### config.mk
export PLATFORM = sky130hd
export DESIGN_NAME = interval_timer_three_channel
export DESIGN_NICKNAME = d
export VERILOG_FILES = /design/src/itt_pkg.sv /design/src/interval_timer_three_channel.sv /design/src/itt_channel.sv
export SDC_FILE = /design/constraint.sdc
export NUM_CORES = 1
export LEC_CHECK = 0
export BUFFER_PORTS_ARGS = -buffer_cell sky130_fd_sc_hd__buf_4
export CORE_MARGIN = 2
export CORE_UTILIZATION = 39
export DETAILED_ROUTE_END_ITERATION = 10
export GPL_ROUTABILITY_DRIVEN = 0
export PLACE_DENSITY = 0.51
export SETUP_SLACK_MARGIN = 0.3
export SLEW_MARGIN = 10
export SYNTH_ARGS = -nofsm -noshare
export SYNTH_HDL_FRONTEND = slang
export SYNTH_SLANG_ARGS = --single-unit
### constraint.sdc
create_clock -name clk -period 6.4 [get_ports clk]
set_input_delay 1.92 -clock clk [delete_from_list [all_inputs] [get_ports clk]]
set_output_delay 1.92 -clock clk [all_outputs]
set_load 0.02 [all_outputs]
### src/itt_pkg.sv
// ----------------------------------------------------------------------------
// itt_pkg: shared types and constants of the interval timer
// Holds the transfer payloads, the per-channel command and status bundles,
// and the port, operation and access codes.
// ----------------------------------------------------------------------------
package itt_pkg;

  // Largest number of channels the block can be built with.
  localparam int MAX_CHANNELS = 3;

  // Channel whose counting is qualified by the gate port.
  localparam int GATE_CHANNEL = 2;

  // Operation codes.
  localparam logic [1:0] OP_TICK  = 2'd0;
  localparam logic [1:0] OP_WRITE = 2'd1;
  localparam logic [1:0] OP_READ  = 2'd2;

  // Port codes.
  localparam logic [2:0] PORT_CONTROL = 3'd3;
  localparam logic [2:0] PORT_GATE    = 3'd4;

  // Access codes of the control byte.
  localparam logic [1:0] ACC_LATCH  = 2'd0;
  localparam logic [1:0] ACC_LOW    = 2'd1;
  localparam logic [1:0] ACC_HIGH   = 2'd2;
  localparam logic [1:0] ACC_LOHI   = 2'd3;

  // Low two bits of the mode code that select the rate generator.
  localparam logic [1:0] MODE_RATE_GEN = 2'b10;

  // Bit of the gate port read that carries the output of the gated channel.
  localparam int GATE_OUT_BIT = 5;

  // Input item.
  typedef struct packed {
    logic [1:0] op;
    logic [2:0] port;
    logic [7:0] write_data;
  } itt_in_t;

  // Result item.
  typedef struct packed {
    logic [7:0] read_data;
    logic [2:0] out_levels;
    logic [2:0] terminal_pulse;
  } itt_out_t;

  // Decoded command for one channel, already qualified by the transfer.
  typedef struct packed {
    logic       tick;
    logic       gate;
    logic       ctrl_wr;
    logic       cnt_wr;
    logic       cnt_rd;
    logic [7:0] data;
  } itt_ch_cmd_t;

  // Status returned by one channel.
  typedef struct packed {
    logic [7:0] rd_data;
    logic       out_cur;
    logic       out_nxt;
    logic       pulse;
  } itt_ch_stat_t;

endpackage

### src/interval_timer_three_channel.sv
// ----------------------------------------------------------------------------
// interval_timer_three_channel: three-channel programmable interval timer
// Byte-port timer with per-channel access and counting modes, a gate port
// and one result per input item.
// ----------------------------------------------------------------------------
// Each input item (a timer tick, a port write or a port read) is taken into
// an input register and from there produces exactly one result in the
// output register: the read byte, the output level of every channel after
// the item, and the terminal-count pulses of a tick. A new item is accepted
// every cycle unless the result side stalls; each item passes the input
// register and the result register around the single pass of channel logic.
// Result-side stalls hold the result register and a full input register.
// ----------------------------------------------------------------------------
module interval_timer_three_channel #(
  parameter int NUM_CHANNELS = 3
) (
  input  logic             clk,
  input  logic             rst_n,
  input  logic             in_valid,
  output logic             in_stall,
  input  itt_pkg::itt_in_t in_item,
  output logic             out_valid,
  input  logic             out_stall,
  output itt_pkg::itt_out_t out_item
);

  logic              in_valid_r;
  itt_pkg::itt_in_t  in_item_r;
  logic              out_valid_r;
  itt_pkg::itt_out_t out_r;
  logic [1:0]        gate_r, gate_nxt;

  logic              out_ready;
  logic              advance;
  itt_pkg::itt_out_t result;
  logic [2:0]        lvl_cur;

  itt_pkg::itt_ch_cmd_t  cmd  [NUM_CHANNELS];
  itt_pkg::itt_ch_stat_t stat [NUM_CHANNELS];

  // Pipeline flow control.
  assign out_ready = !out_valid_r || !out_stall;
  assign advance   = in_valid_r && out_ready;
  assign in_stall  = in_valid_r && !out_ready;

  // Per-channel command decode and channel instances.
  for (genvar i = 0; i < NUM_CHANNELS; i++) begin : g_ch
    assign cmd[i].tick    = advance && (in_item_r.op == itt_pkg::OP_TICK);
    assign cmd[i].gate    = (i == itt_pkg::GATE_CHANNEL) ? gate_r[0] : 1'b1;
    assign cmd[i].ctrl_wr = advance && (in_item_r.op == itt_pkg::OP_WRITE)
                            && (in_item_r.port == itt_pkg::PORT_CONTROL)
                            && (in_item_r.write_data[7:6] == 2'(i));
    assign cmd[i].cnt_wr  = advance && (in_item_r.op == itt_pkg::OP_WRITE)
                            && (in_item_r.port == 3'(i));
    assign cmd[i].cnt_rd  = advance && (in_item_r.op == itt_pkg::OP_READ)
                            && (in_item_r.port == 3'(i));
    assign cmd[i].data    = in_item_r.write_data;

    itt_channel u_ch (
      .clk  (clk),
      .rst_n(rst_n),
      .cmd  (cmd[i]),
      .stat (stat[i])
    );
  end

  // Gate port write.
  always_comb begin
    gate_nxt = gate_r;
    if (advance && (in_item_r.op == itt_pkg::OP_WRITE)
        && (in_item_r.port == itt_pkg::PORT_GATE)) begin
      gate_nxt = in_item_r.write_data[1:0];
    end
  end

  // Result assembly; absent channels read as level high.
  always_comb begin
    lvl_cur               = '1;
    result.read_data      = 8'd0;
    result.out_levels     = '1;
    result.terminal_pulse = 3'd0;
    for (int i = 0; i < NUM_CHANNELS; i++) begin
      lvl_cur[i]               = stat[i].out_cur;
      result.read_data         = result.read_data | stat[i].rd_data;
      result.out_levels[i]     = stat[i].out_nxt;
      result.terminal_pulse[i] = stat[i].pulse;
    end
    if ((in_item_r.op == itt_pkg::OP_READ) && (in_item_r.port == itt_pkg::PORT_GATE)) begin
      result.read_data[itt_pkg::GATE_OUT_BIT] = lvl_cur[itt_pkg::GATE_CHANNEL];
      result.read_data[1:0]                   = gate_r;
    end
  end

  // Input register, result register and gate bits.
  always_ff @(posedge clk) begin
    if (!rst_n) begin
      in_valid_r  <= 1'b0;
      out_valid_r <= 1'b0;
      gate_r      <= 2'd0;
    end else begin
      if (!in_valid_r || out_ready) begin
        in_valid_r <= in_valid;
      end
      if (out_ready) begin
        out_valid_r <= in_valid_r;
      end
      gate_r <= gate_nxt;
    end
  end

  always_ff @(posedge clk) begin
    if (!in_valid_r || out_ready) begin
      in_item_r <= in_item;
    end
    if (advance) begin
      out_r <= result;
    end
  end

  assign out_valid = out_valid_r;
  assign out_item  = out_r;

  // A stall toward the input is only raised while an item waits.
  a_stall_full: assert property (@(posedge clk) disable iff (!rst_n)
    in_stall |-> in_valid_r)
    else $error("input stalled with an empty input register");

  // An item that moves on always yields a result.
  a_adv_result: assert property (@(posedge clk) disable iff (!rst_n)
    advance |=> out_valid_r)
    else $error("transfer into result register lost");

  // Only reads return data.
  a_rd_only: assert property (@(posedge clk) disable iff (!rst_n)
    (advance && (in_item_r.op != itt_pkg::OP_READ)) |=> (out_r.read_data == 8'd0))
    else $error("read data on a non-read item");

  // Terminal pulses only come from ticks.
  a_pulse_tick: assert property (@(posedge clk) disable iff (!rst_n)
    (advance && (in_item_r.op != itt_pkg::OP_TICK)) |=> (out_r.terminal_pulse == 3'd0))
    else $error("terminal pulse on a non-tick item");

endmodule

### src/itt_channel.sv
// ----------------------------------------------------------------------------
// itt_channel: one counter channel of the interval timer
// Holds the count, reload value, latch, byte toggles and output level of a
// channel and applies one decoded command per cycle.
// ----------------------------------------------------------------------------
module itt_channel (
  input  logic                 clk,
  input  logic                 rst_n,
  input  itt_pkg::itt_ch_cmd_t cmd,
  output itt_pkg::itt_ch_stat_t stat
);

  logic [15:0] cnt_r, cnt_nxt;
  logic [15:0] reload_r, reload_nxt;
  logic [15:0] latch_r, latch_nxt;
  logic        latch_held_r, latch_held_nxt;
  logic [1:0]  acc_r, acc_nxt;
  logic [2:0]  mode_r, mode_nxt;
  logic        wr_hi_r, wr_hi_nxt;
  logic        rd_hi_r, rd_hi_nxt;
  logic [7:0]  low_hold_r, low_hold_nxt;
  logic        armed_r, armed_nxt;
  logic        out_r, out_nxt;

  logic        rate_gen;
  logic        load_en;
  logic [15:0] load_val;
  logic [15:0] src;
  logic [15:0] cnt_dec;
  logic [7:0]  rd_data;
  logic        pulse;

  assign rate_gen = (mode_r[1:0] == itt_pkg::MODE_RATE_GEN);
  assign src      = latch_held_r ? latch_r : cnt_r;
  assign cnt_dec  = cnt_r - 16'd1;

  // Next state of the channel for the command of this cycle.
  always_comb begin
    cnt_nxt        = cnt_r;
    reload_nxt     = reload_r;
    latch_nxt      = latch_r;
    latch_held_nxt = latch_held_r;
    acc_nxt        = acc_r;
    mode_nxt       = mode_r;
    wr_hi_nxt      = wr_hi_r;
    rd_hi_nxt      = rd_hi_r;
    low_hold_nxt   = low_hold_r;
    armed_nxt      = armed_r;
    out_nxt        = out_r;
    load_en        = 1'b0;
    load_val       = 16'd0;
    rd_data        = 8'd0;
    pulse          = 1'b0;

    if (cmd.ctrl_wr) begin
      if (cmd.data[5:4] == itt_pkg::ACC_LATCH) begin
        if (!latch_held_r) begin
          latch_nxt      = cnt_r;
          latch_held_nxt = 1'b1;
        end
      end else begin
        acc_nxt        = cmd.data[5:4];
        mode_nxt       = cmd.data[3:1];
        wr_hi_nxt      = 1'b0;
        rd_hi_nxt      = 1'b0;
        latch_held_nxt = 1'b0;
        armed_nxt      = 1'b0;
        out_nxt        = (cmd.data[2:1] == itt_pkg::MODE_RATE_GEN);
      end
    end

    // Counter load, one byte per transfer.
    if (cmd.cnt_wr) begin
      case (acc_r)
        itt_pkg::ACC_LOW: begin
          load_en  = 1'b1;
          load_val = {8'd0, cmd.data};
        end
        itt_pkg::ACC_HIGH: begin
          load_en  = 1'b1;
          load_val = {cmd.data, 8'd0};
        end
        itt_pkg::ACC_LOHI: begin
          if (!wr_hi_r) begin
            low_hold_nxt = cmd.data;
            wr_hi_nxt    = 1'b1;
            if (!rate_gen) begin
              armed_nxt = 1'b0;
              out_nxt   = 1'b0;
            end
          end else begin
            wr_hi_nxt = 1'b0;
            load_en   = 1'b1;
            load_val  = {cmd.data, low_hold_r};
          end
        end
        default: ;
      endcase
    end

    if (load_en) begin
      reload_nxt = load_val;
      cnt_nxt    = load_val;
      armed_nxt  = 1'b1;
      out_nxt    = rate_gen;
    end

    // Counter read; the latch is released after its last byte.
    if (cmd.cnt_rd) begin
      case (acc_r)
        itt_pkg::ACC_LOW: begin
          rd_data        = src[7:0];
          latch_held_nxt = 1'b0;
        end
        itt_pkg::ACC_HIGH: begin
          rd_data        = src[15:8];
          latch_held_nxt = 1'b0;
        end
        itt_pkg::ACC_LOHI: begin
          if (!rd_hi_r) begin
            rd_data   = src[7:0];
            rd_hi_nxt = 1'b1;
          end else begin
            rd_data        = src[15:8];
            rd_hi_nxt      = 1'b0;
            latch_held_nxt = 1'b0;
          end
        end
        default: ;
      endcase
    end

    // Timer clock tick.
    if (cmd.tick && armed_r && cmd.gate) begin
      if (rate_gen) begin
        if (cnt_r == 16'd1) begin
          out_nxt = 1'b0;
          cnt_nxt = reload_r;
          pulse   = 1'b1;
        end else begin
          out_nxt = 1'b1;
          cnt_nxt = cnt_dec;
        end
      end else begin
        cnt_nxt = cnt_dec;
        if (cnt_dec == 16'd0 && !out_r) begin
          out_nxt = 1'b1;
          pulse   = 1'b1;
        end
      end
    end
  end

  // Channel state registers.
  always_ff @(posedge clk) begin
    if (!rst_n) begin
      cnt_r        <= 16'd0;
      reload_r     <= 16'd0;
      latch_r      <= 16'd0;
      latch_held_r <= 1'b0;
      acc_r        <= itt_pkg::ACC_LATCH;
      mode_r       <= 3'd0;
      wr_hi_r      <= 1'b0;
      rd_hi_r      <= 1'b0;
      low_hold_r   <= 8'd0;
      armed_r      <= 1'b0;
      out_r        <= 1'b1;
    end else begin
      cnt_r        <= cnt_nxt;
      reload_r     <= reload_nxt;
      latch_r      <= latch_nxt;
      latch_held_r <= latch_held_nxt;
      acc_r        <= acc_nxt;
      mode_r       <= mode_nxt;
      wr_hi_r      <= wr_hi_nxt;
      rd_hi_r      <= rd_hi_nxt;
      low_hold_r   <= low_hold_nxt;
      armed_r      <= armed_nxt;
      out_r        <= out_nxt;
    end
  end

  assign stat.rd_data = rd_data;
  assign stat.out_cur = out_r;
  assign stat.out_nxt = out_nxt;
  assign stat.pulse   = pulse;

endmodule
==> results of run 1 <==
==> critical path, delay by kind of cell <==
kind	cells	cell delay [ns]
buffers and inverters	3	0.49
and+or+nand+nor	1	0.45
==> metal layers <==
| layer | track usage, % | part of all wire, % |
|---|---|---|
| met5 | 0 | 0 |
| met1 | 31.9 | 49 |
| met3 | 2.58 | 3.5 |
| met4 | 4.91 | 1.9 |
| met2 | 36.0 | 46 |
==> stage by stage <==
stage / setup slack, ns / utilization (%)
final: 1.62 / 44.0
after global routing: 1.49 / 44.0
after detailed placement: 1.57 / 40.8
after CTS: 1.58 / 44.0
after floorplan: 1.90 / -
after global placement: 1.62 / 40.8
==> logic make-up after synthesis <==
group,synth area share (%)
compound gates,19.6
xor+xnor,2.74
fa+ha+maj,2.22
buf+inv,5.10
flops,40.5
mux,8.67
simple gates,21.1
==> worst paths after layout <==
kind	endpoint	startpoint	slack, ns
min	g_ch[2].u_ch.reload_r[11]	g_ch[2].u_ch.reload_r[11]	0.45
max	in_stall	out_stall	1.62
max reg2reg	out_item[3]	in_item_r[12]	3.25
min reg2reg	g_ch[2].u_ch.reload_r[11]	g_ch[2].u_ch.reload_r[11]	0.45
==> area by class of cell <==
| type | count | area (um^2) | area share (%) |
|---|---|---|---|
| inverter | 18 | 72.6 | 0.554 |
| timing repair buffer | 48 | 360 | 2.75 |
| sequential | 226 | 4790 | 36.6 |
| clock inverter | 14 | 151 | 1.16 |
| tap | 390 | 488 | 3.72 |
| multi-input combinational | 1031 | 6440 | 49.1 |
| clock buffer | 38 | 800 | 6.10 |
==> placed cells by master (no fill, tap or decap), types with 18 or more instances in the layout <==
master / Yosys / layout
dfxtp_1: 199 / 199
xnor2_1: 20 / 20
ha_1: 21 / 21
a21oi_1: 113 / 113
nor2_1: 152 / 152
o21ai_0: 35 / 35
a22oi_1: 47 / 47
clkbuf_16: 0 / 29
o211ai_1: 65 / 65
edfxtp_1: 27 / 27
nor3_1: 19 / 19
o22ai_1: 25 / 25
buf_4: 1 / 48
nand3_1: 33 / 33
mux2i_1: 98 / 98
a221o_1: 18 / 18
nand2_1: 174 / 174
==> power breakdown <==
part / internal [mW] / switching [mW] / total (mW)
clock: 0.992 / 0.624 / 1.62
combinational: 0.0270 / 0.0662 / 0.0932
sequential: 1.45 / 0.0171 / 1.46
total: 2.47 / 0.707 / 3.17
==> synthesized netlist by cell type (5+ instances only) <==
cell,count,area share [%]
o22ai_1,25,1.3
nand4b_1,5,0.37
or3_1,10,0.53
a211oi_1,6,0.38
o21ai_0,35,1.5
xor2_1,17,1.3
nor4_1,13,0.69
mux2i_1,98,8.3
nor3b_1,7,0.44
dfxtp_1,199,34
nand2_1,174,5.5
edfxtp_1,27,6.9
nand3_1,33,1.4
nand2b_1,14,0.74
a21oi_1,113,4.8
nor4b_1,6,0.44
a22oi_1,47,3.0
clkbuf_1,91,2.9
nor3_1,19,0.80
ha_1,21,2.2
and3_1,7,0.37
inv_1,17,0.54
nor3_2,5,0.42
a31oi_1,11,0.58
nand3b_1,6,0.38
nor2_1,152,4.8
nand4_1,17,0.90
or2_2,5,0.26
buf_2,26,1.1
and2_1,8,0.42
xnor2_1,20,1.5
buf_1,9,0.29
nor2b_1,12,0.63
o211ai_1,65,4.1
or4_1,5,0.32
a221o_1,18,1.5
==> sequential cells by signal (all words and copies together), names as in the netlist <==
signal and count:
cmd 8, gate_r 2, g_ch.u_ch.reload_r 48, g_ch.u_ch.wr_hi_r 3, g_ch.u_ch.latch_held_r 3, g_ch.u_ch.low_hold_r 24
g_ch.u_ch.rd_hi_r 3, out_item 14, g_ch.u_ch.mode_r 6, g_ch.u_ch.out_r 3, in_valid_r 1, g_ch.u_ch.cnt_r 48
g_ch.u_ch.acc_r 6, g_ch.u_ch.latch_r 48, g_ch.u_ch.armed_r 3, out_valid 1, in_item_r 5
==> flow_metrics.env, run 1 <==
export IMPL_first_global_vias=9602
export IMPL_status="finished, final reports clean"
export IMPL_period_share_pct=74.7
export IMPL_fin_crit_ns=4.78
export IMPL_netlist_instances=1404
export IMPL_via_per_inst=5.77
export IMPL_slew_violations=0
export IMPL_dpl_hpwl_um=23600
export IMPL_synth_cell_types=76
export IMPL_fin_cells=1765
export IMPL_fmax_ghz=0.209
export IMPL_placed_cells=1713
export IMPL_peakVddDrop_uv=203
export IMPL_avgSynthCellArea_um2=8.43
export IMPL_clock_latency_ns=0.55
export IMPL_synth_flop_cell="dfxtp_1"
export IMPL_cts_made_buffers=28
export IMPL_timing_setup_tns_ns=0
export IMPL_hold_buffers=0
export IMPL_finalSetupViolations=0
export IMPL_tightest_slew_ns=1.15
export IMPL_relSlewSlack_pct=23.6
export IMPL_min_path_cells=2
export IMPL_htreeDepth=1
export IMPL_drt_pre_antenna_iters=5
export IMPL_start_kind="input port"
export IMPL_track_usage_pct=22.3
export IMPL_ff2ff_path_depth=6
export IMPL_grt_pass1_wl_um=55600
export IMPL_clock_path_buffers=3
export IMPL_antenna_cells=0
export IMPL_endpoint_kind="output port"
export IMPL_worst_ep_arrival_time_ns=2.86
export IMPL_cap_violations=0
export IMPL_worstPathMaxFanout=14
export IMPL_crit_required_ns=4.48
export IMPL_cts_tree="built"
export IMPL_drive_above_1_share_pct=8.87
export IMPL_io_buffers=32
export IMPL_chipHeight_um=178
export IMPL_synth_async_reset_ratio_pct=0
export IMPL_p_leak_nw=4.61
export IMPL_hold_violations=0
export IMPL_vias=10200
export IMPL_clkTransAtPathRegs_ns=0.06
export IMPL_cpPeakStageDelay_ns=0.45
export IMPL_num_rows=63
export IMPL_fin_hold_ws_ns=0.450
export IMPL_final_nets=1391
export IMPL_power_density_mw_per_mm2=242
export IMPL_root_buffer="clkbuf_16"
export IMPL_post_drt_wl_per_cell_um=19.8
export IMPL_ioPinCount=33
export IMPL_area_delta_synth_final_pct=10.8
export IMPL_die_w_um=178
export IMPL_postLayoutCellArea_mm2=0.0131
export IMPL_placed_area_mm2=0.0122
export IMPL_grt_overflow=0
export IMPL_critPathKind="input port to output port"
export IMPL_cts_resized=0
export IMPL_ant_nets=0
export IMPL_initial_core_util_pct=39.7
export IMPL_rsz0062_at_grt="false"
export IMPL_synth_edf_count=27
export IMPL_wl_um=35000
export IMPL_yosysWarnings=0
export IMPL_synth_fp_nets=1442
export IMPL_fill_cells=2994
export IMPL_clock_skew_ns=0.00842
export IMPL_drcViolationCount=0
export IMPL_coreArea_mm2=0.0298
export IMPL_cts_sinks=226
export IMPL_netlist_area_mm2=0.0118
export IMPL_p_total_mw=3.17
export IMPL_grt_max_degree=127
export IMPL_cp_common_cell="buf_4"
export IMPL_yosysSeqAreaShare_pct=40.5
export IMPL_dieArea_mm2=0.0317
export IMPL_drtIter0Drc=823
export IMPL_crit_chain="buf_4, nand3_1, inv_1, buf_4"
export IMPL_crit_slowest_cell="nand3_1"
export IMPL_cts_setup_buffers=0
export IMPL_synth_seq_cells=226
export IMPL_antenna_found_initial=0
export IMPL_hp_class="flip-flop to flip-flop"
No activity file was read; power rests on OpenSTA's default activity.
==> inputs of run 2 (changes only) <==
--- a/config.mk
+++ b/config.mk
@@ -10,7 +10,7 @@
 export CORE_UTILIZATION = 39
 export DETAILED_ROUTE_END_ITERATION = 10
 export GPL_ROUTABILITY_DRIVEN = 0
-export PLACE_DENSITY = 0.51
+export PLACE_DENSITY = 0.53
 export SETUP_SLACK_MARGIN = 0.3
 export SLEW_MARGIN = 10
 export SYNTH_ARGS = -nofsm -noshare
==> constraint.sdc (replaced) <==
create_clock -name clk -period 4.2 [get_ports clk]
set_input_delay 1.26 -clock clk [delete_from_list [all_inputs] [get_ports clk]]
set_output_delay 1.26 -clock clk [all_outputs]
set_load 0.02 [all_outputs]
==> run 2 against run 1 <==
Net effect:
- die area did not move
- first-iteration DRC count down 25%
- routed wire length rose by 0.28%
- critical endpoint unchanged
- cell count rose by 0.85%
- largest power group unchanged
- hold slack better by 0.0022 ns
- register-to-register slack worse by 1.9 ns
- clock power is 48% higher
- design area is 0.81% higher
- critical path depth rose by 1
==> flow_metrics.env, run 2 (same netlist as run 1, synthesis figures left out) <==
export IMPL_drtIter0Drc=617
export IMPL_via_per_inst=5.66
export IMPL_crit_start="out_stall"
export IMPL_fmax_ghz=0.316
export IMPL_topRoutingLayerUsed="met4"
export IMPL_dr_wl_met3_um=1710
export IMPL_postLayoutCellArea_mm2=0.0132
export IMPL_cts_resized=0
export IMPL_drive_above_1_share_pct=9.93
export IMPL_coreArea_mm2=0.0298
export IMPL_grt_pass1_wl_um=55500
export IMPL_initial_core_util_pct=39.7
export IMPL_relSlewSlack_pct=23.0
export IMPL_finalSetupViolations=0
export IMPL_met2WireLength_um=15400
export IMPL_chipHeight_um=178
export IMPL_crit_required_ns=2.94
export IMPL_peakVddDrop_uv=302
export IMPL_rsz0062_at_grt="false"
export IMPL_grt_max_degree=69
export IMPL_area_delta_synth_final_pct=11.7
export IMPL_cts_setup_buffers=0
export IMPL_r2r_end="g_ch[1].u_ch.out_r"
export IMPL_first_global_vias=9526
export IMPL_cp_common_cell="buf_4"
export IMPL_cp_depth=5
export IMPL_antenna_cells=0
export IMPL_tightest_slew_ns=1.15
export IMPL_root_buffer="clkbuf_16"
export IMPL_htreeDepth=1
export IMPL_worst_ep_arrival_time_ns=1.90
export IMPL_post_drt_wl_per_cell_um=19.7
export IMPL_clock_skew_ns=0.0110
export IMPL_fin_hold_ws_ns=0.452
export IMPL_crit_path_end="in_stall"
export IMPL_cpPeakStageDelay_ns=0.22
export IMPL_crit_chain="buf_4, nand3_1, buf_4, inv_1, buf_4"
export IMPL_power_density_mw_per_mm2=361
export IMPL_die_w_um=178
export IMPL_grt_overflow=0
export IMPL_p_leak_nw=4.69
export IMPL_wl_met1_um=17200
export IMPL_clock_latency_ns=0.54
export IMPL_ioPinCount=33
export IMPL_final_nets=1407
export IMPL_num_rows=63
export IMPL_r2r_start="g_ch[1].u_ch.cnt_r[0]"
export IMPL_path_buf_inv=4
export IMPL_slew_violations=0
export IMPL_final_common_cell="dfxtp_1"
export IMPL_dieArea_mm2=0.0317
export IMPL_cap_violations=0
export IMPL_clkTransAtPathRegs_ns=0.06
export IMPL_clock_path_buffers=3
export IMPL_antenna_found_initial=0
export IMPL_crit_slowest_cell="buf_4"
export IMPL_start_kind="input port"
export IMPL_final_cell_mix="199 x dfxtp_1, 174 x nand2_1, 152 x nor2_1"
export IMPL_r2r_slack_ns=1.36
export IMPL_hold_buffers=0
export IMPL_largestRegisters="g_ch.u_ch.cnt_r x48, g_ch.u_ch.latch_r x48, g_ch.u_ch.reload_r x48"
export IMPL_fin_cells=1780
export IMPL_endpoint_kind="output port"
export IMPL_drt_pre_antenna_iters=7
export IMPL_dpl_hpwl_um=24000
export IMPL_critPathKind="input port to output port"
export IMPL_ff2ff_path_depth=9
export IMPL_cts_sinks=226
export IMPL_cp_top_family="buffers and inverters"
export IMPL_wl_um=35100
export IMPL_ant_nets=0
export IMPL_hold_violations=0
export IMPL_cts_tree="built"
export IMPL_timing_setup_tns_ns=0
export IMPL_io_buffers=32
export IMPL_fill_cells=2983
export IMPL_vias=10100
export IMPL_p_total_mw=4.77
export IMPL_fin_crit_ns=3.16
export IMPL_placed_area_mm2=0.0123
export IMPL_cts_made_buffers=27
export IMPL_worstPathMaxFanout=14
export IMPL_placed_cells=1730
export IMPL_drcViolationCount=0
export IMPL_track_usage_pct=22.2
export IMPL_period_share_pct=75.4
export IMPL_hp_class="flip-flop to flip-flop"
export IMPL_status="finished, final reports clean"
run 2: changes by cell type in the layout (fill, tap and decap cells not counted):
cell	before	now
buf_12	0	1
clkbuf_8	4	6
clkinv_2	6	3
bufinv_16	3	1
clkinv_4	1	0
buf_4	48	64
inv_6	1	4
clkinv_1	2	0
clkbuf_1	5	6
run 2: worst min-delay path, cell delays in order (launching register included):
cell     delay, ns
dfxtp_1       0.31
nand2_1       0.05
a21oi_1       0.05
run 2: final cells by class:
cell class | count | area (um^2) | share of cell area [%]
Timing Repair Buffer | 65 | 500 | 3.79
Inverter | 18 | 72.6 | 0.549
Clock buffer | 41 | 831 | 6.29
Sequential cell | 226 | 4790 | 36.3
Tap cell | 390 | 488 | 3.69
Clock inverter | 9 | 86.3 | 0.653
Multi-Input combinational cell | 1031 | 6440 | 48.7
run 2: how the worst min path moves through the flow:
stage	slack [ns]	cells after the start	to	from
floorplan	0.43	2	g_ch[2].u_ch.reload_r[14]	g_ch[2].u_ch.reload_r[14]
global placement	0.44	2	g_ch[2].u_ch.reload_r[8]	g_ch[2].u_ch.reload_r[8]
detailed placement	0.44	2	g_ch[2].u_ch.reload_r[13]	g_ch[2].u_ch.reload_r[13]
CTS	0.45	2	g_ch[2].u_ch.reload_r[13]	g_ch[2].u_ch.reload_r[13]
global route	0.46	2	g_ch[2].u_ch.reload_r[13]	g_ch[2].u_ch.reload_r[13]
finish	0.45	2	g_ch[2].u_ch.reload_r[14]	g_ch[2].u_ch.reload_r[14]
run 2: report_power, final:
| group | total [mW] | switching, mW | internal (mW) | leakage [nW] |
|---|---|---|---|---|
| combinational | 0.142 | 0.0965 | 0.0450 | 2.37 |
| clock | 2.39 | 0.959 | 1.43 | 0.447 |
| sequential | 2.24 | 0.0333 | 2.21 | 1.87 |
run 2: metal layers:
layer  global-route usage, %  vias up
met3                    3.69       46
met4                    4.71        0
met2                    34.6      219
met5                       0        -
met1                    32.4     4804
li1                        -     5001
run 2: metrics by stage:
step	worst slack (ns)	utilization, %
after floorplan	0.957	-
after global placement	0.779	41.3
after detailed placement	0.732	41.3
after CTS	1.02	44.3
after global routing	0.956	44.3
final	1.04	44.3
==> inputs of run 3 (changes only) <==
==> constraint.sdc (replaced) <==
create_clock -name clk -period 2.8 [get_ports clk]
set_input_delay 0.84 -clock clk [delete_from_list [all_inputs] [get_ports clk]]
set_output_delay 0.84 -clock clk [all_outputs]
set_load 0.02 [all_outputs]
==> run 3 against run 2 <==
Net effect:
- hold slack worse by 0.0021 ns
- cell count up 4.2%
- clock skew decreased by 0.0013 ns
- combinational power increased by 74%
- global-route usage increased by 0.40 points
- power grew 48%
- via count grew 4.2%
- worst setup slack worse by 0.58 ns
- critical path type is now flip-flop to flip-flop
- critical endpoint is now out_item[4]
- die area stayed put
- register-to-register slack worse by 0.90 ns
- first-iteration DRC count up 40%
==> flow_metrics.env, run 3 (same netlist as run 1, synthesis figures left out) <==
export IMPL_vias=10500
export IMPL_die_w_um=178
export IMPL_via_per_inst=5.66
export IMPL_antenna_found_initial=0
export IMPL_p_leak_nw=5.07
export IMPL_final_common_cell="dfxtp_1"
export IMPL_io_buffers=32
export IMPL_cts_sinks=226
export IMPL_peakVddDrop_uv=421
export IMPL_antenna_cells=0
export IMPL_ant_nets=0
export IMPL_fin_crit_ns=2.34
export IMPL_crit_required_ns=3.12
export IMPL_final_nets=1485
export IMPL_drive_above_1_share_pct=14.6
export IMPL_clkTransAtPathRegs_ns=0.06
export IMPL_largestRegisters="g_ch.u_ch.cnt_r x48, g_ch.u_ch.latch_r x48, g_ch.u_ch.reload_r x48"
export IMPL_drtIter0Drc=865
export IMPL_cts_made_buffers=27
export IMPL_first_global_vias=9942
export IMPL_cap_violations=0
export IMPL_wl_met1_um=17400
export IMPL_wl_um=35700
export IMPL_critPathKind="flip-flop to flip-flop"
export IMPL_clock_skew_ns=0.00972
export IMPL_drt_pre_antenna_iters=6
export IMPL_grt_overflow=0
export IMPL_cts_setup_buffers=0
export IMPL_placed_area_mm2=0.0130
export IMPL_ioPinCount=33
export IMPL_start_kind="flip-flop"
export IMPL_hold_buffers=0
export IMPL_relSlewSlack_pct=41.4
export IMPL_multi_input_area_mm2=0.00648
export IMPL_cts_tree="built"
export IMPL_dpl_hpwl_um=25000
export IMPL_cpPeakStageDelay_ns=0.41
export IMPL_cp_top_family="compound AO/OA/AOI/OAI gates"
export IMPL_postLayoutCellArea_mm2=0.0138
export IMPL_cts_resized=0
export IMPL_chipHeight_um=178
export IMPL_slew_violations=0
export IMPL_dr_wl_met3_um=1520
export IMPL_tightest_slew_ns=0.879
export IMPL_grt_pass1_wl_um=56700
export IMPL_dieArea_mm2=0.0317
export IMPL_post_drt_wl_per_cell_um=19.3
export IMPL_power_density_mw_per_mm2=509
export IMPL_fill_cells=2941
export IMPL_grt_max_degree=74
export IMPL_area_delta_synth_final_pct=17.0
export IMPL_drcViolationCount=0
export IMPL_regArea_mm2=0.00479
export IMPL_rsz0062_at_grt="false"
export IMPL_root_buffer="clkbuf_16"
export IMPL_status="finished, final reports clean"
export IMPL_fmax_ghz=0.426
export IMPL_finalSetupViolations=0
export IMPL_num_rows=63
export IMPL_endpoint_kind="flip-flop"
export IMPL_hold_violations=0
export IMPL_crit_chain="inv_1, ha_1, or3_1, nor3b_1, o211ai_1, a2111oi_2, nand2_1, a22oi_1"
export IMPL_initial_core_util_pct=39.7
export IMPL_clock_path_buffers=3
export IMPL_track_usage_pct=22.7
export IMPL_worstPathMaxFanout=4
export IMPL_hp_class="flip-flop to flip-flop"
export IMPL_htreeDepth=1
export IMPL_path_buf_inv=1
export IMPL_crit_slowest_cell="a2111oi_2"
export IMPL_period_share_pct=83.7
export IMPL_timing_setup_tns_ns=0
export IMPL_clock_latency_ns=0.53
export IMPL_worst_ep_arrival_time_ns=2.67
export IMPL_topRoutingLayerUsed="met4"
export IMPL_final_cell_mix="199 x dfxtp_1, 174 x nand2_1, 151 x nor2_1"
export IMPL_coreArea_mm2=0.0298
export IMPL_fin_hold_ws_ns=0.450
export IMPL_met2WireLength_um=15900
==> run 3: cell count changes in the layout (fill, tap and decap cells not counted), sizes merged <==
| cell | previous run | this run |
|---|---|---|
| buf | 65 | 143 |
| bufinv | 1 | 2 |
| clkbuf | 41 | 40 |
| clkinv | 3 | 4 |
| clkinvlp | 2 | 0 |
| inv | 21 | 18 |
==> run 3: worst register-to-register path: cells and delay by family (launching register included) <==
kind,cells,cell delay [ns]
AND/OR/NAND/NOR,3,0.65
flip-flops,1,0.33
adder cells (fa/ha/maj),1,0.21
AO/OA/AOI/OAI,3,0.86
buffers and inverters,1,0.10
==> run 3: where the power goes <==
group	switching [mW]	internal, mW	leakage [nW]
sequential	0.0344	3.31	1.87
combinational	0.165	0.0818	2.77
clock	1.36	2.10	0.428
==> run 3: through the flow <==
stage | std cells | power [mW] | utilization, % | setup slack, ns
2_1_floorplan | 1404 | 3.52 | - | 0.313
3_3_place_gp | 1808 | 3.66 | 43.5 | 0.142
3_5_place_dp | 1808 | 3.66 | 43.5 | 0.134
4_1_cts | 1854 | 7.12 | 46.4 | 0.332
5_1_grt | 1854 | 7.29 | 46.5 | 0.308
6_report | 1854 | 7.05 | 46.5 | 0.455
==> run 3: path summary, 6_finish.rpt <==
path | from | to | slack (ns) | cells after the start
setup / recovery | g_ch[1].u_ch.cnt_r[1] | out_item[4] | 0.46 | 8
hold / removal | g_ch[2].u_ch.reload_r[14] | g_ch[2].u_ch.reload_r[14] | 0.45 | 2
setup reg to reg | g_ch[1].u_ch.cnt_r[1] | out_item[4] | 0.46 | 8
hold reg to reg | g_ch[2].u_ch.reload_r[14] | g_ch[2].u_ch.reload_r[14] | 0.45 | 2
==> run 3: final cells by class <==
class | instances | area share, %
repair buffers | 143 | 8.21
flip-flops and latches | 226 | 34.6
well taps | 390 | 3.53
clock buffers | 40 | 5.67
clock inverters | 6 | 0.579
multi-input cells | 1031 | 46.8
inverters | 18 | 0.579
==> run 3: layer usage <==
metal | vias to the layer above | GRT usage, %
met2 | 240 | 35.6
met3 | 58 | 2.51
li1 | 5146 | -
met1 | 5051 | 32.9
met5 | - | 0
met4 | 0 | 6.17
